$ cat config.mk
export PLATFORM = sky130hd
export DESIGN_NAME = sorted_interval_table
export DESIGN_NICKNAME = d
export VERILOG_FILES = /design/src/sv/sit_pkg.sv /design/src/sv/sit_ram.sv /design/src/sv/sit_datapath.sv /design/src/sv/sit_ctrl.sv /design/src/sv/sorted_interval_table.sv
export SDC_FILE = /design/constraint.sdc
export NUM_CORES = 2
export LEC_CHECK = 0
export ABC_CLOCK_PERIOD_IN_PS = 10600
export BUFFER_PORTS_ARGS = -buffer_cell sky130_fd_sc_hd__buf_2
export CORE_MARGIN = 3
export CORE_UTILIZATION = 43
export CTS_CLUSTER_DIAMETER = 40
export DETAILED_ROUTE_END_ITERATION = 16
export GPL_TIMING_DRIVEN = 0
export HOLD_SLACK_MARGIN = 0.12
export PLACE_DENSITY = 0.69
export SLEW_MARGIN = 20
export SYNTH_ARGS = -nofsm -noshare
export SYNTH_HDL_FRONTEND = slang
export SYNTH_HIERARCHICAL = 1
export SYNTH_SLANG_ARGS = --single-unit
$ cat constraint.sdc
create_clock -name clk -period 10.6 [get_ports clk]
set_clock_uncertainty 0.05 [all_clocks]
set_input_delay 3.18 -clock clk [delete_from_list [all_inputs] [get_ports clk]]
set_output_delay 3.18 -clock clk [all_outputs]
set_load 0.005 [all_outputs]
$ cat src/sv/sit_pkg.sv
package sit_pkg;

    // Table geometry
    localparam int TABLE_DEPTH = 64;
    localparam int ADDR_W      = 32;
    localparam int IDX_W       = $clog2(TABLE_DEPTH);
    localparam int CNT_W       = IDX_W + 1;
    localparam int WORD_W      = 2 * ADDR_W;

    // Operation codes
    localparam logic [1:0] OP_INSERT = 2'd0;
    localparam logic [1:0] OP_ERASE  = 2'd1;
    localparam logic [1:0] OP_INIT   = 2'd2;

    // Write data selects
    localparam logic [1:0] WSEL_KEY   = 2'd0;
    localparam logic [1:0] WSEL_RDATA = 2'd1;
    localparam logic [1:0] WSEL_ZERO  = 2'd2;
    localparam logic [1:0] WSEL_MEMSZ = 2'd3;

    // Commands from controller to datapath
    typedef struct packed {
        logic             cap_in;
        logic             rd_en;
        logic [IDX_W-1:0] rd_addr;
        logic             wr_en;
        logic [IDX_W-1:0] wr_addr;
        logic [1:0]       wr_sel;
    } sit_cmd_t;

    // Status from datapath to controller
    typedef struct packed {
        logic key_lt;
        logic entry_match;
    } sit_stat_t;

endpackage

$ cat src/sv/sit_ram.sv
module sit_ram #(
    parameter int WIDTH = 64,
    parameter int DEPTH = 64
) (
    input  logic                     clk,
    input  logic                     wr_en,
    input  logic [$clog2(DEPTH)-1:0] wr_addr,
    input  logic [WIDTH-1:0]         wr_data,
    input  logic                     rd_en,
    input  logic [$clog2(DEPTH)-1:0] rd_addr,
    output logic [WIDTH-1:0]         rd_data
);

    logic [WIDTH-1:0] mem_reg [DEPTH];
    logic [WIDTH-1:0] rd_data_reg;

    // Write port
    always_ff @(posedge clk)
    begin
        if (wr_en)
        begin
            mem_reg[wr_addr] <= wr_data;
        end
    end

    // Registered read port
    always_ff @(posedge clk)
    begin
        if (rd_en)
        begin
            rd_data_reg <= mem_reg[rd_addr];
        end
    end

    assign rd_data = rd_data_reg;

endmodule

$ cat src/sv/sit_datapath.sv
module sit_datapath (
    input  logic                         clk,
    input  logic                         rst_n,
    input  logic                         cfg_valid,
    input  logic [sit_pkg::ADDR_W-1:0]   cfg_data,
    input  logic [sit_pkg::ADDR_W-1:0]   in_start,
    input  logic [sit_pkg::ADDR_W-1:0]   in_size,
    input  sit_pkg::sit_cmd_t            cmd,
    output sit_pkg::sit_stat_t           stat
);

    logic [sit_pkg::ADDR_W-1:0] mem_size_reg;
    logic [sit_pkg::ADDR_W-1:0] key_start_reg;
    logic [sit_pkg::ADDR_W-1:0] key_size_reg;
    logic [sit_pkg::WORD_W-1:0] wr_data;
    logic [sit_pkg::WORD_W-1:0] rd_data;

    // Hold the memory size register
    always_ff @(posedge clk or negedge rst_n)
    begin
        if (!rst_n)
        begin
            mem_size_reg <= '0;
        end
        else if (cfg_valid)
        begin
            mem_size_reg <= cfg_data;
        end
    end

    // Capture the key of the accepted transaction
    always_ff @(posedge clk)
    begin
        if (cmd.cap_in)
        begin
            key_start_reg <= in_start;
            key_size_reg  <= in_size;
        end
    end

    // Select write data: start in the low half, size in the high half
    always_comb
    begin
        case (cmd.wr_sel)
            sit_pkg::WSEL_KEY:   wr_data = {key_size_reg, key_start_reg};
            sit_pkg::WSEL_RDATA: wr_data = rd_data;
            sit_pkg::WSEL_ZERO:  wr_data = '0;
            sit_pkg::WSEL_MEMSZ: wr_data = {{sit_pkg::ADDR_W{1'b0}}, mem_size_reg};
            default:             wr_data = '0;
        endcase
    end

    sit_ram #(
        .WIDTH (sit_pkg::WORD_W),
        .DEPTH (sit_pkg::TABLE_DEPTH)
    ) u_ram (
        .clk     (clk),
        .wr_en   (cmd.wr_en),
        .wr_addr (cmd.wr_addr),
        .wr_data (wr_data),
        .rd_en   (cmd.rd_en),
        .rd_addr (cmd.rd_addr),
        .rd_data (rd_data)
    );

    // Compare the key against the entry just read
    assign stat.key_lt      = key_start_reg < rd_data[sit_pkg::ADDR_W-1:0];
    assign stat.entry_match = rd_data == {key_size_reg, key_start_reg};

endmodule

$ cat src/sv/sit_ctrl.sv
module sit_ctrl (
    input  logic                       clk,
    input  logic                       rst_n,
    input  logic                       in_valid,
    output logic                       in_ready,
    input  logic [1:0]                 in_op,
    output logic                       out_valid,
    input  logic                       out_ready,
    output logic                       out_status,
    output logic [sit_pkg::IDX_W-1:0]  out_position,
    output logic [sit_pkg::CNT_W-1:0]  out_removed,
    output logic [sit_pkg::CNT_W-1:0]  out_count,
    output sit_pkg::sit_cmd_t          cmd,
    input  sit_pkg::sit_stat_t         stat
);

    localparam logic [3:0] S_IDLE     = 4'd0;
    localparam logic [3:0] S_SRCH_RD  = 4'd1;
    localparam logic [3:0] S_SRCH_CMP = 4'd2;
    localparam logic [3:0] S_SHIFT    = 4'd3;
    localparam logic [3:0] S_INS_WR   = 4'd4;
    localparam logic [3:0] S_ERASE    = 4'd5;
    localparam logic [3:0] S_INIT0    = 4'd6;
    localparam logic [3:0] S_INIT1    = 4'd7;
    localparam logic [3:0] S_DONE     = 4'd8;

    localparam logic [sit_pkg::CNT_W-1:0] FULL_COUNT = sit_pkg::CNT_W'(sit_pkg::TABLE_DEPTH);

    logic [3:0]                state_reg,     state_next;
    logic                      status_reg,    status_next;
    logic [sit_pkg::CNT_W-1:0] count_reg,     count_next;
    logic [sit_pkg::IDX_W-1:0] lo_reg,        lo_next;
    logic [sit_pkg::IDX_W-1:0] hi_reg,        hi_next;
    logic [sit_pkg::IDX_W-1:0] mid_reg,       mid_next;
    logic [sit_pkg::CNT_W-1:0] r_reg,         r_next;
    logic [sit_pkg::CNT_W-1:0] w_reg,         w_next;
    logic                      pend_reg,      pend_next;
    logic [sit_pkg::IDX_W-1:0] pend_addr_reg, pend_addr_next;
    logic [sit_pkg::CNT_W-1:0] removed_reg,   removed_next;
    logic                      out_valid_reg, out_valid_next;
    logic                      out_status_reg;
    logic [sit_pkg::IDX_W-1:0] out_pos_reg;
    logic [sit_pkg::CNT_W-1:0] out_removed_reg;
    logic [sit_pkg::CNT_W-1:0] out_count_reg;
    logic                      accept;
    logic                      load_out;
    logic                      do_rd;
    logic [sit_pkg::CNT_W-1:0] r_dec;

    function automatic logic [sit_pkg::IDX_W-1:0] r_dec_of_count(
        input logic [sit_pkg::CNT_W-1:0] c
    );
        logic [sit_pkg::CNT_W-1:0] d;
        d = c - 1'b1;
        return d[sit_pkg::IDX_W-1:0];
    endfunction

    assign in_ready = state_reg == S_IDLE;
    assign accept   = in_valid && in_ready;
    assign load_out = (state_reg == S_DONE) && (!out_valid_reg || out_ready);
    assign r_dec    = r_reg - 1'b1;

    // Sequence search, shift, compaction and init
    always_comb
    begin
        state_next     = state_reg;
        status_next    = status_reg;
        count_next     = count_reg;
        lo_next        = lo_reg;
        hi_next        = hi_reg;
        mid_next       = mid_reg;
        r_next         = r_reg;
        w_next         = w_reg;
        pend_next      = pend_reg;
        pend_addr_next = pend_addr_reg;
        removed_next   = removed_reg;
        do_rd          = 1'b0;
        cmd            = '0;
        cmd.wr_sel     = sit_pkg::WSEL_RDATA;

        case (state_reg)
            S_IDLE:
            begin
                cmd.cap_in = accept;
                if (accept)
                begin
                    status_next  = 1'b0;
                    lo_next      = '0;
                    removed_next = '0;
                    r_next       = '0;
                    w_next       = '0;
                    pend_next    = 1'b0;
                    case (in_op)
                        sit_pkg::OP_INSERT:
                        begin
                            if (count_reg == FULL_COUNT)
                            begin
                                status_next = 1'b1;
                                state_next  = S_DONE;
                            end
                            else
                            begin
                                hi_next    = (count_reg == '0) ? '0
                                             : r_dec_of_count(count_reg);
                                state_next = S_SRCH_RD;
                            end
                        end
                        sit_pkg::OP_ERASE: state_next = S_ERASE;
                        sit_pkg::OP_INIT:  state_next = S_INIT0;
                        default:           state_next = S_DONE;
                    endcase
                end
            end

            S_SRCH_RD:
            begin
                if (lo_reg < hi_reg)
                begin
                    mid_next    = lo_reg + ((hi_reg - lo_reg) >> 1);
                    cmd.rd_en   = 1'b1;
                    cmd.rd_addr = mid_next;
                    state_next  = S_SRCH_CMP;
                end
                else
                begin
                    r_next     = count_reg;
                    pend_next  = 1'b0;
                    state_next = S_SHIFT;
                end
            end

            S_SRCH_CMP:
            begin
                if (stat.key_lt)
                begin
                    hi_next = mid_reg;
                end
                else
                begin
                    lo_next = mid_reg + 1'b1;
                end
                state_next = S_SRCH_RD;
            end

            // Move entries up one place, reading from the top down
            S_SHIFT:
            begin
                do_rd          = r_reg > {1'b0, lo_reg};
                cmd.rd_en      = do_rd;
                cmd.rd_addr    = r_dec[sit_pkg::IDX_W-1:0];
                cmd.wr_en      = pend_reg;
                cmd.wr_addr    = pend_addr_reg;
                cmd.wr_sel     = sit_pkg::WSEL_RDATA;
                pend_next      = do_rd;
                pend_addr_next = r_reg[sit_pkg::IDX_W-1:0];
                if (do_rd)
                begin
                    r_next = r_dec;
                end
                else
                begin
                    state_next = S_INS_WR;
                end
            end

            S_INS_WR:
            begin
                cmd.wr_en   = 1'b1;
                cmd.wr_addr = lo_reg;
                cmd.wr_sel  = sit_pkg::WSEL_KEY;
                count_next  = count_reg + 1'b1;
                state_next  = S_DONE;
            end

            // Read every entry, write back the ones that do not match
            S_ERASE:
            begin
                do_rd       = r_reg < count_reg;
                cmd.rd_en   = do_rd;
                cmd.rd_addr = r_reg[sit_pkg::IDX_W-1:0];
                cmd.wr_addr = w_reg[sit_pkg::IDX_W-1:0];
                cmd.wr_sel  = sit_pkg::WSEL_RDATA;
                pend_next   = do_rd;
                if (do_rd)
                begin
                    r_next = r_reg + 1'b1;
                end
                if (pend_reg)
                begin
                    if (stat.entry_match)
                    begin
                        removed_next = removed_reg + 1'b1;
                    end
                    else
                    begin
                        cmd.wr_en = 1'b1;
                        w_next    = w_reg + 1'b1;
                    end
                end
                if (!do_rd && !pend_reg)
                begin
                    count_next = w_reg;
                    state_next = S_DONE;
                end
            end

            S_INIT0:
            begin
                cmd.wr_en   = 1'b1;
                cmd.wr_addr = '0;
                cmd.wr_sel  = sit_pkg::WSEL_ZERO;
                state_next  = S_INIT1;
            end

            S_INIT1:
            begin
                cmd.wr_en   = 1'b1;
                cmd.wr_addr = sit_pkg::IDX_W'(1);
                cmd.wr_sel  = sit_pkg::WSEL_MEMSZ;
                count_next  = sit_pkg::CNT_W'(2);
                state_next  = S_DONE;
            end

            S_DONE:
            begin
                if (load_out)
                begin
                    state_next = S_IDLE;
                end
            end

            default:
            begin
                state_next = S_IDLE;
            end
        endcase
    end

    // Hold a result until the downstream side takes it
    always_comb
    begin
        out_valid_next = out_valid_reg;
        if (load_out)
        begin
            out_valid_next = 1'b1;
        end
        else if (out_ready)
        begin
            out_valid_next = 1'b0;
        end
    end

    always_ff @(posedge clk or negedge rst_n)
    begin
        if (!rst_n)
        begin
            state_reg     <= S_IDLE;
            count_reg     <= '0;
            pend_reg      <= 1'b0;
            out_valid_reg <= 1'b0;
        end
        else
        begin
            state_reg     <= state_next;
            count_reg     <= count_next;
            pend_reg      <= pend_next;
            out_valid_reg <= out_valid_next;
        end
    end

    always_ff @(posedge clk)
    begin
        status_reg    <= status_next;
        lo_reg        <= lo_next;
        hi_reg        <= hi_next;
        mid_reg       <= mid_next;
        r_reg         <= r_next;
        w_reg         <= w_next;
        pend_addr_reg <= pend_addr_next;
        removed_reg   <= removed_next;
    end

    // Load the result register
    always_ff @(posedge clk)
    begin
        if (load_out)
        begin
            out_status_reg  <= status_reg;
            out_pos_reg     <= lo_reg;
            out_removed_reg <= removed_reg;
            out_count_reg   <= count_reg;
        end
    end

    assign out_valid    = out_valid_reg;
    assign out_status   = out_status_reg;
    assign out_position = out_pos_reg;
    assign out_removed  = out_removed_reg;
    assign out_count    = out_count_reg;

endmodule

$ cat src/sv/sorted_interval_table.sv
// Channel   Direction  Handshake                      Payload
// s_axis    in         s_axis_tvalid / s_axis_tready  tuser: operation; tdata: start, size
// m_axis    out        m_axis_tvalid / m_axis_tready  tuser: status; tdata: position, removed,
//                                                     entry count
// cfg       in         cfg_valid / cfg_ready          cfg_data: memory size
//
// One operation at a time; the table sits in one RAM with one write and one registered read
// port. Init writes the two sentinel entries; an unknown operation or an insert into a full
// table goes straight to the result. Insert bisects for the position, shifts the entries
// above it up one place and writes the key; erase reads every entry once. Reset clears the
// entry count, memory size and controller state; table contents are undefined until written
// and need no clearing pass. A finished result waits in the output register while the next
// operation is accepted; a stalled output holds the controller in its final state.
module sorted_interval_table (
    input  logic                       clk,
    input  logic                       rst_n,
    input  logic                       s_axis_tvalid,
    output logic                       s_axis_tready,
    input  logic [63:0]                s_axis_tdata,   // [31:0] entry_start, [63:32] entry_size
    input  logic [1:0]                 s_axis_tuser,   // [1:0] operation
    output logic                       m_axis_tvalid,
    input  logic                       m_axis_tready,
    output logic [23:0]                m_axis_tdata,   // [5:0] insert_position,
                                                       // [12:6] removed_count,
                                                       // [19:13] entry_count, [23:20] zero
    output logic                       m_axis_tuser,   // [0] status
    input  logic                       cfg_valid,
    output logic                       cfg_ready,
    input  logic [sit_pkg::ADDR_W-1:0] cfg_data
);

    sit_pkg::sit_cmd_t         cmd;
    sit_pkg::sit_stat_t        stat;
    logic [sit_pkg::IDX_W-1:0] out_position;
    logic [sit_pkg::CNT_W-1:0] out_removed;
    logic [sit_pkg::CNT_W-1:0] out_count;

    assign cfg_ready = 1'b1;

    sit_ctrl u_ctrl (
        .clk          (clk),
        .rst_n        (rst_n),
        .in_valid     (s_axis_tvalid),
        .in_ready     (s_axis_tready),
        .in_op        (s_axis_tuser),
        .out_valid    (m_axis_tvalid),
        .out_ready    (m_axis_tready),
        .out_status   (m_axis_tuser),
        .out_position (out_position),
        .out_removed  (out_removed),
        .out_count    (out_count),
        .cmd          (cmd),
        .stat         (stat)
    );

    sit_datapath u_dp (
        .clk       (clk),
        .rst_n     (rst_n),
        .cfg_valid (cfg_valid),
        .cfg_data  (cfg_data),
        .in_start  (s_axis_tdata[31:0]),
        .in_size   (s_axis_tdata[63:32]),
        .cmd       (cmd),
        .stat      (stat)
    );

    // Pack the result fields
    assign m_axis_tdata = {4'b0000, out_count, out_removed, out_position};

endmodule

Word level (Yosys, flattened, before mapping) --
Memory sizes are Yosys's and may differ from the RTL's. A register that Yosys moved wholly into a read port is not among the register bits. Cells that the tools add are included.
Word-level totals: input bits 103, output and inout port bits 28, word-level logic and storage cells 134, memories 1, bits in registers 176, memory bits (writable) 4096
Cells by class: equal/unequal tests 29, $lt $le $gt $ge 4, multiplexer cells 45, $add $sub $neg 9, reductions and logical operators 27
Memory list:
- u_dp.u_ram.mem_reg | words 64, width 64, read ports 1, clocked after Yosys merged registers in 1, wr ports 1, line sit_ram.sv:14 | logic [WIDTH-1:0] mem_reg [DEPTH];
Operators with widths (number):
- $pmux 64 s4 | 1
- $mux 7 | 10
- $eq 64x64->1 | 1
- $pmux 9 s5 | 1
- $mux 6 | 7
- $pmux 7 s3 | 2
- $lt 32x32->1 | 1
- $pmux 4 s8 | 1
- $add 7x1->7 const B | 4
- $pmux 7 s2 | 2
- $pmux 7 s4 | 1
- $pmux 6 s2 | 2
- $mux 4 | 5
- $ne 2x2->1 const B | 9
- $eq 4x3->1 const B | 4
- $pmux 4 s3 | 1
- $reduce_and 4->1 | 3
- $mux 1 | 11
- $ne 2x1->1 const B | 5
- $reduce_and 5->1 | 2
- $eq 4x2->1 const B | 2
- $eq 7x7->1 const B | 1
- $gt 7x6->1 | 1
- $logic_not 7->1 | 1
- 23 further kinds | 36

Longest topological paths before layout --
word-level depth 6, gate-level depth with buffers 20, mapped depth without buffers 18

By module --
The synthesis kept the hierarchy.
By module, submodules not included:
- sit_ram | area each 156989.3 µm², sequential area each 124919.8 µm², times used 1, cells each 6598
- sit_datapath | area each 5397.7 µm², sequential area each 2722.6 µm², times used 1, cells each 471
- sit_ctrl | area each 4795.8 µm², sequential area each 2337.2 µm², times used 1, cells each 452
- sorted_interval_table | area each 45.0 µm², sequential area each 0.0 µm², times used 1, cells each 7

Worst setup path before layout --
Ideal clock, no wire load.
path type register to register, from register u_ctrl.state_reg[3], to memory u_dp.u_ram.mem_reg[49][0], enable pin, arrival time 6.280 ns, setup slack 3.706 ns, stages on the path, launching flop included 13, library setup time 0.564 ns, path buffers 4, period minus slack after synthesis 6.894 ns, required time 9.986 ns, path through dfrtp_1 -> buf_2 -> nor2_1 -> nand3_1 -> buf_2 -> inv_2 -> buf_2 -> a222oi_1 -> inv_1 -> clkbuf_1 -> nor2b_1 -> nand4_1 -> nor3_1
RTL lines:
- start, declared | line sit_ctrl.sv:29 | logic [3:0] state_reg, state_next;
- start signal, assigned | line sit_ctrl.sv:264 | state_reg <= state_next;
- end, declared | line sit_ram.sv:14

==> metrics.md <==
| Metric | Value |
|---|---|
| Crit. End Element | `flip-flop` |
| Die Area | `396,000 um2` |
| CP max-delay cell | `a31oi_1` |
| Status | `completed` |
| Crit path to | `u_dp/u_ram/rd_data[31]` |
| DRC | `0` |
| Slowest cell delay on critical path | `0.96 ns` |
| Max-capacitance violation count | `0` |
| Final Power | `roughly 58 mW` |
| Gr ovfl total | `0` |
| Crit Path Max Fanout | `10` |
| Clk sinks | `roughly 4,300` |
| Total number of vias | `88,100` |
| Detail Placement HPWL | `around 340,000 um` |
| Die height | `roughly 630 um` |
| Reg2Reg Setup Slack | `2.78 ns` |
| Setup Fix Bufs, Post-CTS | `0` |
| Max H-tree Level | `5` |
| Post-synth EDFFs | `4,291` |
| 1st-iter DRT viols | `15,100` |
| Largest net degree at the start of global routing | `65` |
| Die span in x | `630 um` |
| First-pass GRT wire length | `around 700,000 um` |
| Power density cells | `293 nW/um2` |
| Clock Path Buffers | `4` |
| Clk root buf | `clkbuf_16` |
| Hold Crit Class | `flip-flop to flip-flop` |
| Final setup violation count | `0` |
| Cell breakdown of the critical path | `inv_1 -> ha_1 -> nor2b_1 -> o21ai_1 -> a21boi_0 -> nor2_1 -> ha_1 -> nand2_1 -> o211ai_1 -> a21oi_1 -> xnor2_1 -> a221o_1 -> clkbuf_1 -> and2_1 -> buf_1 -> clkbuf_1 -> nand2_1 -> a31oi_1 -> a211oi_1` |
| Worst r2r path cells | `19` |
| Top-Level Pins | `131` |
| DR WL/cell | `roughly 35 um` |
| Routed WL | `slightly below 500,000 um` |
| Max reg flops | `4,096` |
| CP startpoint | `u_ctrl/lo_reg[1]` |
| Post-DRT Antenna Nets | `0` |
| Core Region | `387,000 um2` |
| Mean area per synthesized cell | `22.2 um2` |
| CP Class | `flip-flop to flip-flop` |
| Non-Filler Instances | `14,000` |
| Cell family with the largest share of critical-path delay | `compound AO/OA/AOI/OAI gates` |
| Initial antenna violation count | `46` |
| Area growth, synth to finish | `18.4%` |
| Synth async-reset ratio | `1.04%` |
| Relative slew slack | `15.1%` |
| Worst R2R End | `u_dp/u_ram/rd_data[31]` |
| Final worst-path cycle share | `73.7%` |
| CTS Buf Count | `468` |
| Worst skew pair latency | `1.02 ns` |
| Cell depth of the worst hold path | `0` |
| Least-Margin Pin Slew | `1.26 ns` |
| Vias per cell | `6.27` |
| Share of cells above drive strength 1 | `~30%` |
| Max Fclk | `128 MHz` |
| Initial core utilization | `43.3%` |
| Ys flop type | `edfxtp_1` |
| Reg2reg start | `u_ctrl/lo_reg[1]` |
| Leakage Power | `61.4 nW` |
| Worst setup SP type | `flip-flop` |
| # hold bufs at CTS | `0` |
| Synth warn | `6` |
| # rows | `228` |
| NumNets Final | `8,609` |
| Cells after Synth | `7,528` |
| GRT Total Usage | `between 20% and 30%` |
| Router iterations before antenna repair | `7` |
| Period minus WS final | `7.82 ns` |
| Levels on crit path | `19` |
| Count of cell types in the netlist | `79` |
| Dpl cells | `13,100` |
| Number of global-route vias before repair | `87,500` |
| Mapped Area | `around 170,000 um2` |
| Clock transition at path regs | `~0.050 ns` |
| Yosys reg bits | `4,336` |
| Post-cts gate resize count | `0` |
| Routability Congestion | `0.921` |
| Seq/Total Area, Yosys | `77.7%` |
| CTS tree | `built` |
| Arrival @ worst endpoint | `8.34 ns` |
| Final hold vios | `0` |
| Req. time, crit path | `around 11 ns` |
| Buffers & Inverters on Critical Path | `4` |
| Peak supply drop | `0.000283 V` |
| Slew Limit Fails | `0` |
| Port bufs | `124` |
| RSZ-0062 raised after global routing | `false` |
==> synth_stat cells (13+ instances only) <==
| cell type | number | area share [%] |
|---|---|---|
| edfxtp_1 | 4291 | 77 |
| mux4_2 | 1024 | 14 |
| buf_2 | 195 | 0.58 |
| nor2_1 | 190 | 0.43 |
| a22oi_1 | 172 | 0.77 |
| mux2i_1 | 169 | 1.0 |
| clkbuf_1 | 156 | 0.35 |
| nand2_1 | 134 | 0.30 |
| a22o_1 | 120 | 0.63 |
| o22ai_1 | 91 | 0.34 |
| inv_1 | 81 | 0.18 |
| a211oi_1 | 68 | 0.31 |
| and3_1 | 68 | 0.25 |
| nand3_1 | 66 | 0.20 |
| ha_1 | 64 | 0.48 |
| dfrtp_1 | 45 | 0.67 |
| o21ai_0 | 43 | 0.13 |
| xor2_1 | 41 | 0.21 |
| buf_4 | 39 | 0.18 |
| o221ai_1 | 38 | 0.20 |
| nor2b_1 | 36 | 0.13 |
| or3_1 | 34 | 0.13 |
| or2_2 | 28 | 0.10 |
| a21oi_1 | 26 | 0.078 |
| a41oi_1 | 26 | 0.14 |
| buf_1 | 21 | 0.047 |
| o21ai_1 | 21 | 0.063 |
| xnor2_1 | 21 | 0.11 |
| a31oi_1 | 20 | 0.075 |
| a2bb2oi_1 | 19 | 0.10 |
| mux2_1 | 19 | 0.13 |
| mux2_2 | 17 | 0.11 |
| nor3_1 | 15 | 0.045 |
| nand2b_1 | 13 | 0.049 |
==> report_power, final <==
part | total, mW | leakage, nW | switching (mW) | internal [mW]
Combinational | 18.4 | 14.6 | 12.4 | 6.04
Clock | 16.5 | 7.58 | 6.98 | 9.51
Sequential | 23.2 | 39.2 | 0.490 | 22.7
==> worst min-delay path by stage <==
stage	from	to	slack (ns)
final	u_ctrl/status_reg	u_ctrl/out_status	0.38
after global routing	u_ctrl/status_reg	u_ctrl/out_status	0.41
after CTS	u_ctrl/status_reg	u_ctrl/out_status	0.39
after detailed placement	u_ctrl/status_reg	u_ctrl/out_status	0.36
after global placement	u_ctrl/status_reg	u_ctrl/out_status	0.36
after floorplan	u_ctrl/status_reg	u_ctrl/out_status	0.35
==> layout make-up <==
type | instances | area, um2
clock inverter | 335 | 3750
tap | 5175 | 6470
buffer | 417 | 2010
fill | 29100 | 189000
clock buffer | 539 | 12100
inverter | 86 | 328
multi-input combinational | 2692 | 36000
sequential | 4336 | 130000
antenna | 23 | 57.6
timing repair buffer | 439 | 7240
==> metrics by stage <==
step                hold WS [ns]  util [%]  area (um2)  setup slack (ns)   TNS, ns
floorplan                  0.350         -      167000              3.71         0
global placement           0.357      45.1      174000             -4.78  -1420.46
finish                     0.382      51.2      198000              2.78         0
detailed placement         0.358      47.1      182000              3.17         0
global route               0.407      51.2      198000              2.83         0
CTS                        0.390      51.2      198000              3.13         0
==> cells by family (layout without fill, tap and decap cells) <==
logic type / count (synthesis) / in the layout / share of synthesized area [%]
other: 2 / 28 / 0.00449
adders and majority gates: 66 / 66 / 0.503
AOI/OAI and AO/OA: 692 / 692 / 3.10
buffers and inverters: 503 / 1816 / 1.39
and+or+nand+nor: 638 / 638 / 1.91
DFF: 4336 / 4336 / 77.7
muxes: 1229 / 1229 / 15.0
xor gates and xnor gates: 62 / 62 / 0.325
==> per-layer routing <==
layer  part of all wire (%)  routed length, um  vias up  GRT usage, %
met5                  0.018                 88        -             0
met4                    5.9              29300       14          12.2
met3                     14              68700     1306          7.72
met2                     46             228000     6668          38.0
met1                     34             170000    46100          31.8
li1                       -                  -    34000             -
==> cell usage in the layout (no fill, tap or decap), types with 33 or more instances in the layout <==
master,count
xor2_1,41
clkinv_1,77
o22ai_1,91
mux4_2,1024
mux2i_1,169
clkinv_2,63
or3_1,33
nor2_4,94
nor2_1,93
clkbuf_1,213
buf_12,197
bufinv_16,50
buf_2,319
nand3_1,66
buf_16,85
nand2_1,134
inv_6,33
dfrtp_1,45
and3_1,68
a22oi_1,172
edfxtp_1,4291
nor2b_1,36
clkinvlp_4,44
inv_1,80
a211oi_1,67
clkbuf_16,472
buf_4,55
o21ai_0,43
ha_1,64
o221ai_1,38
a22o_1,88
Note: power is estimated with default switching activity, not from simulation.
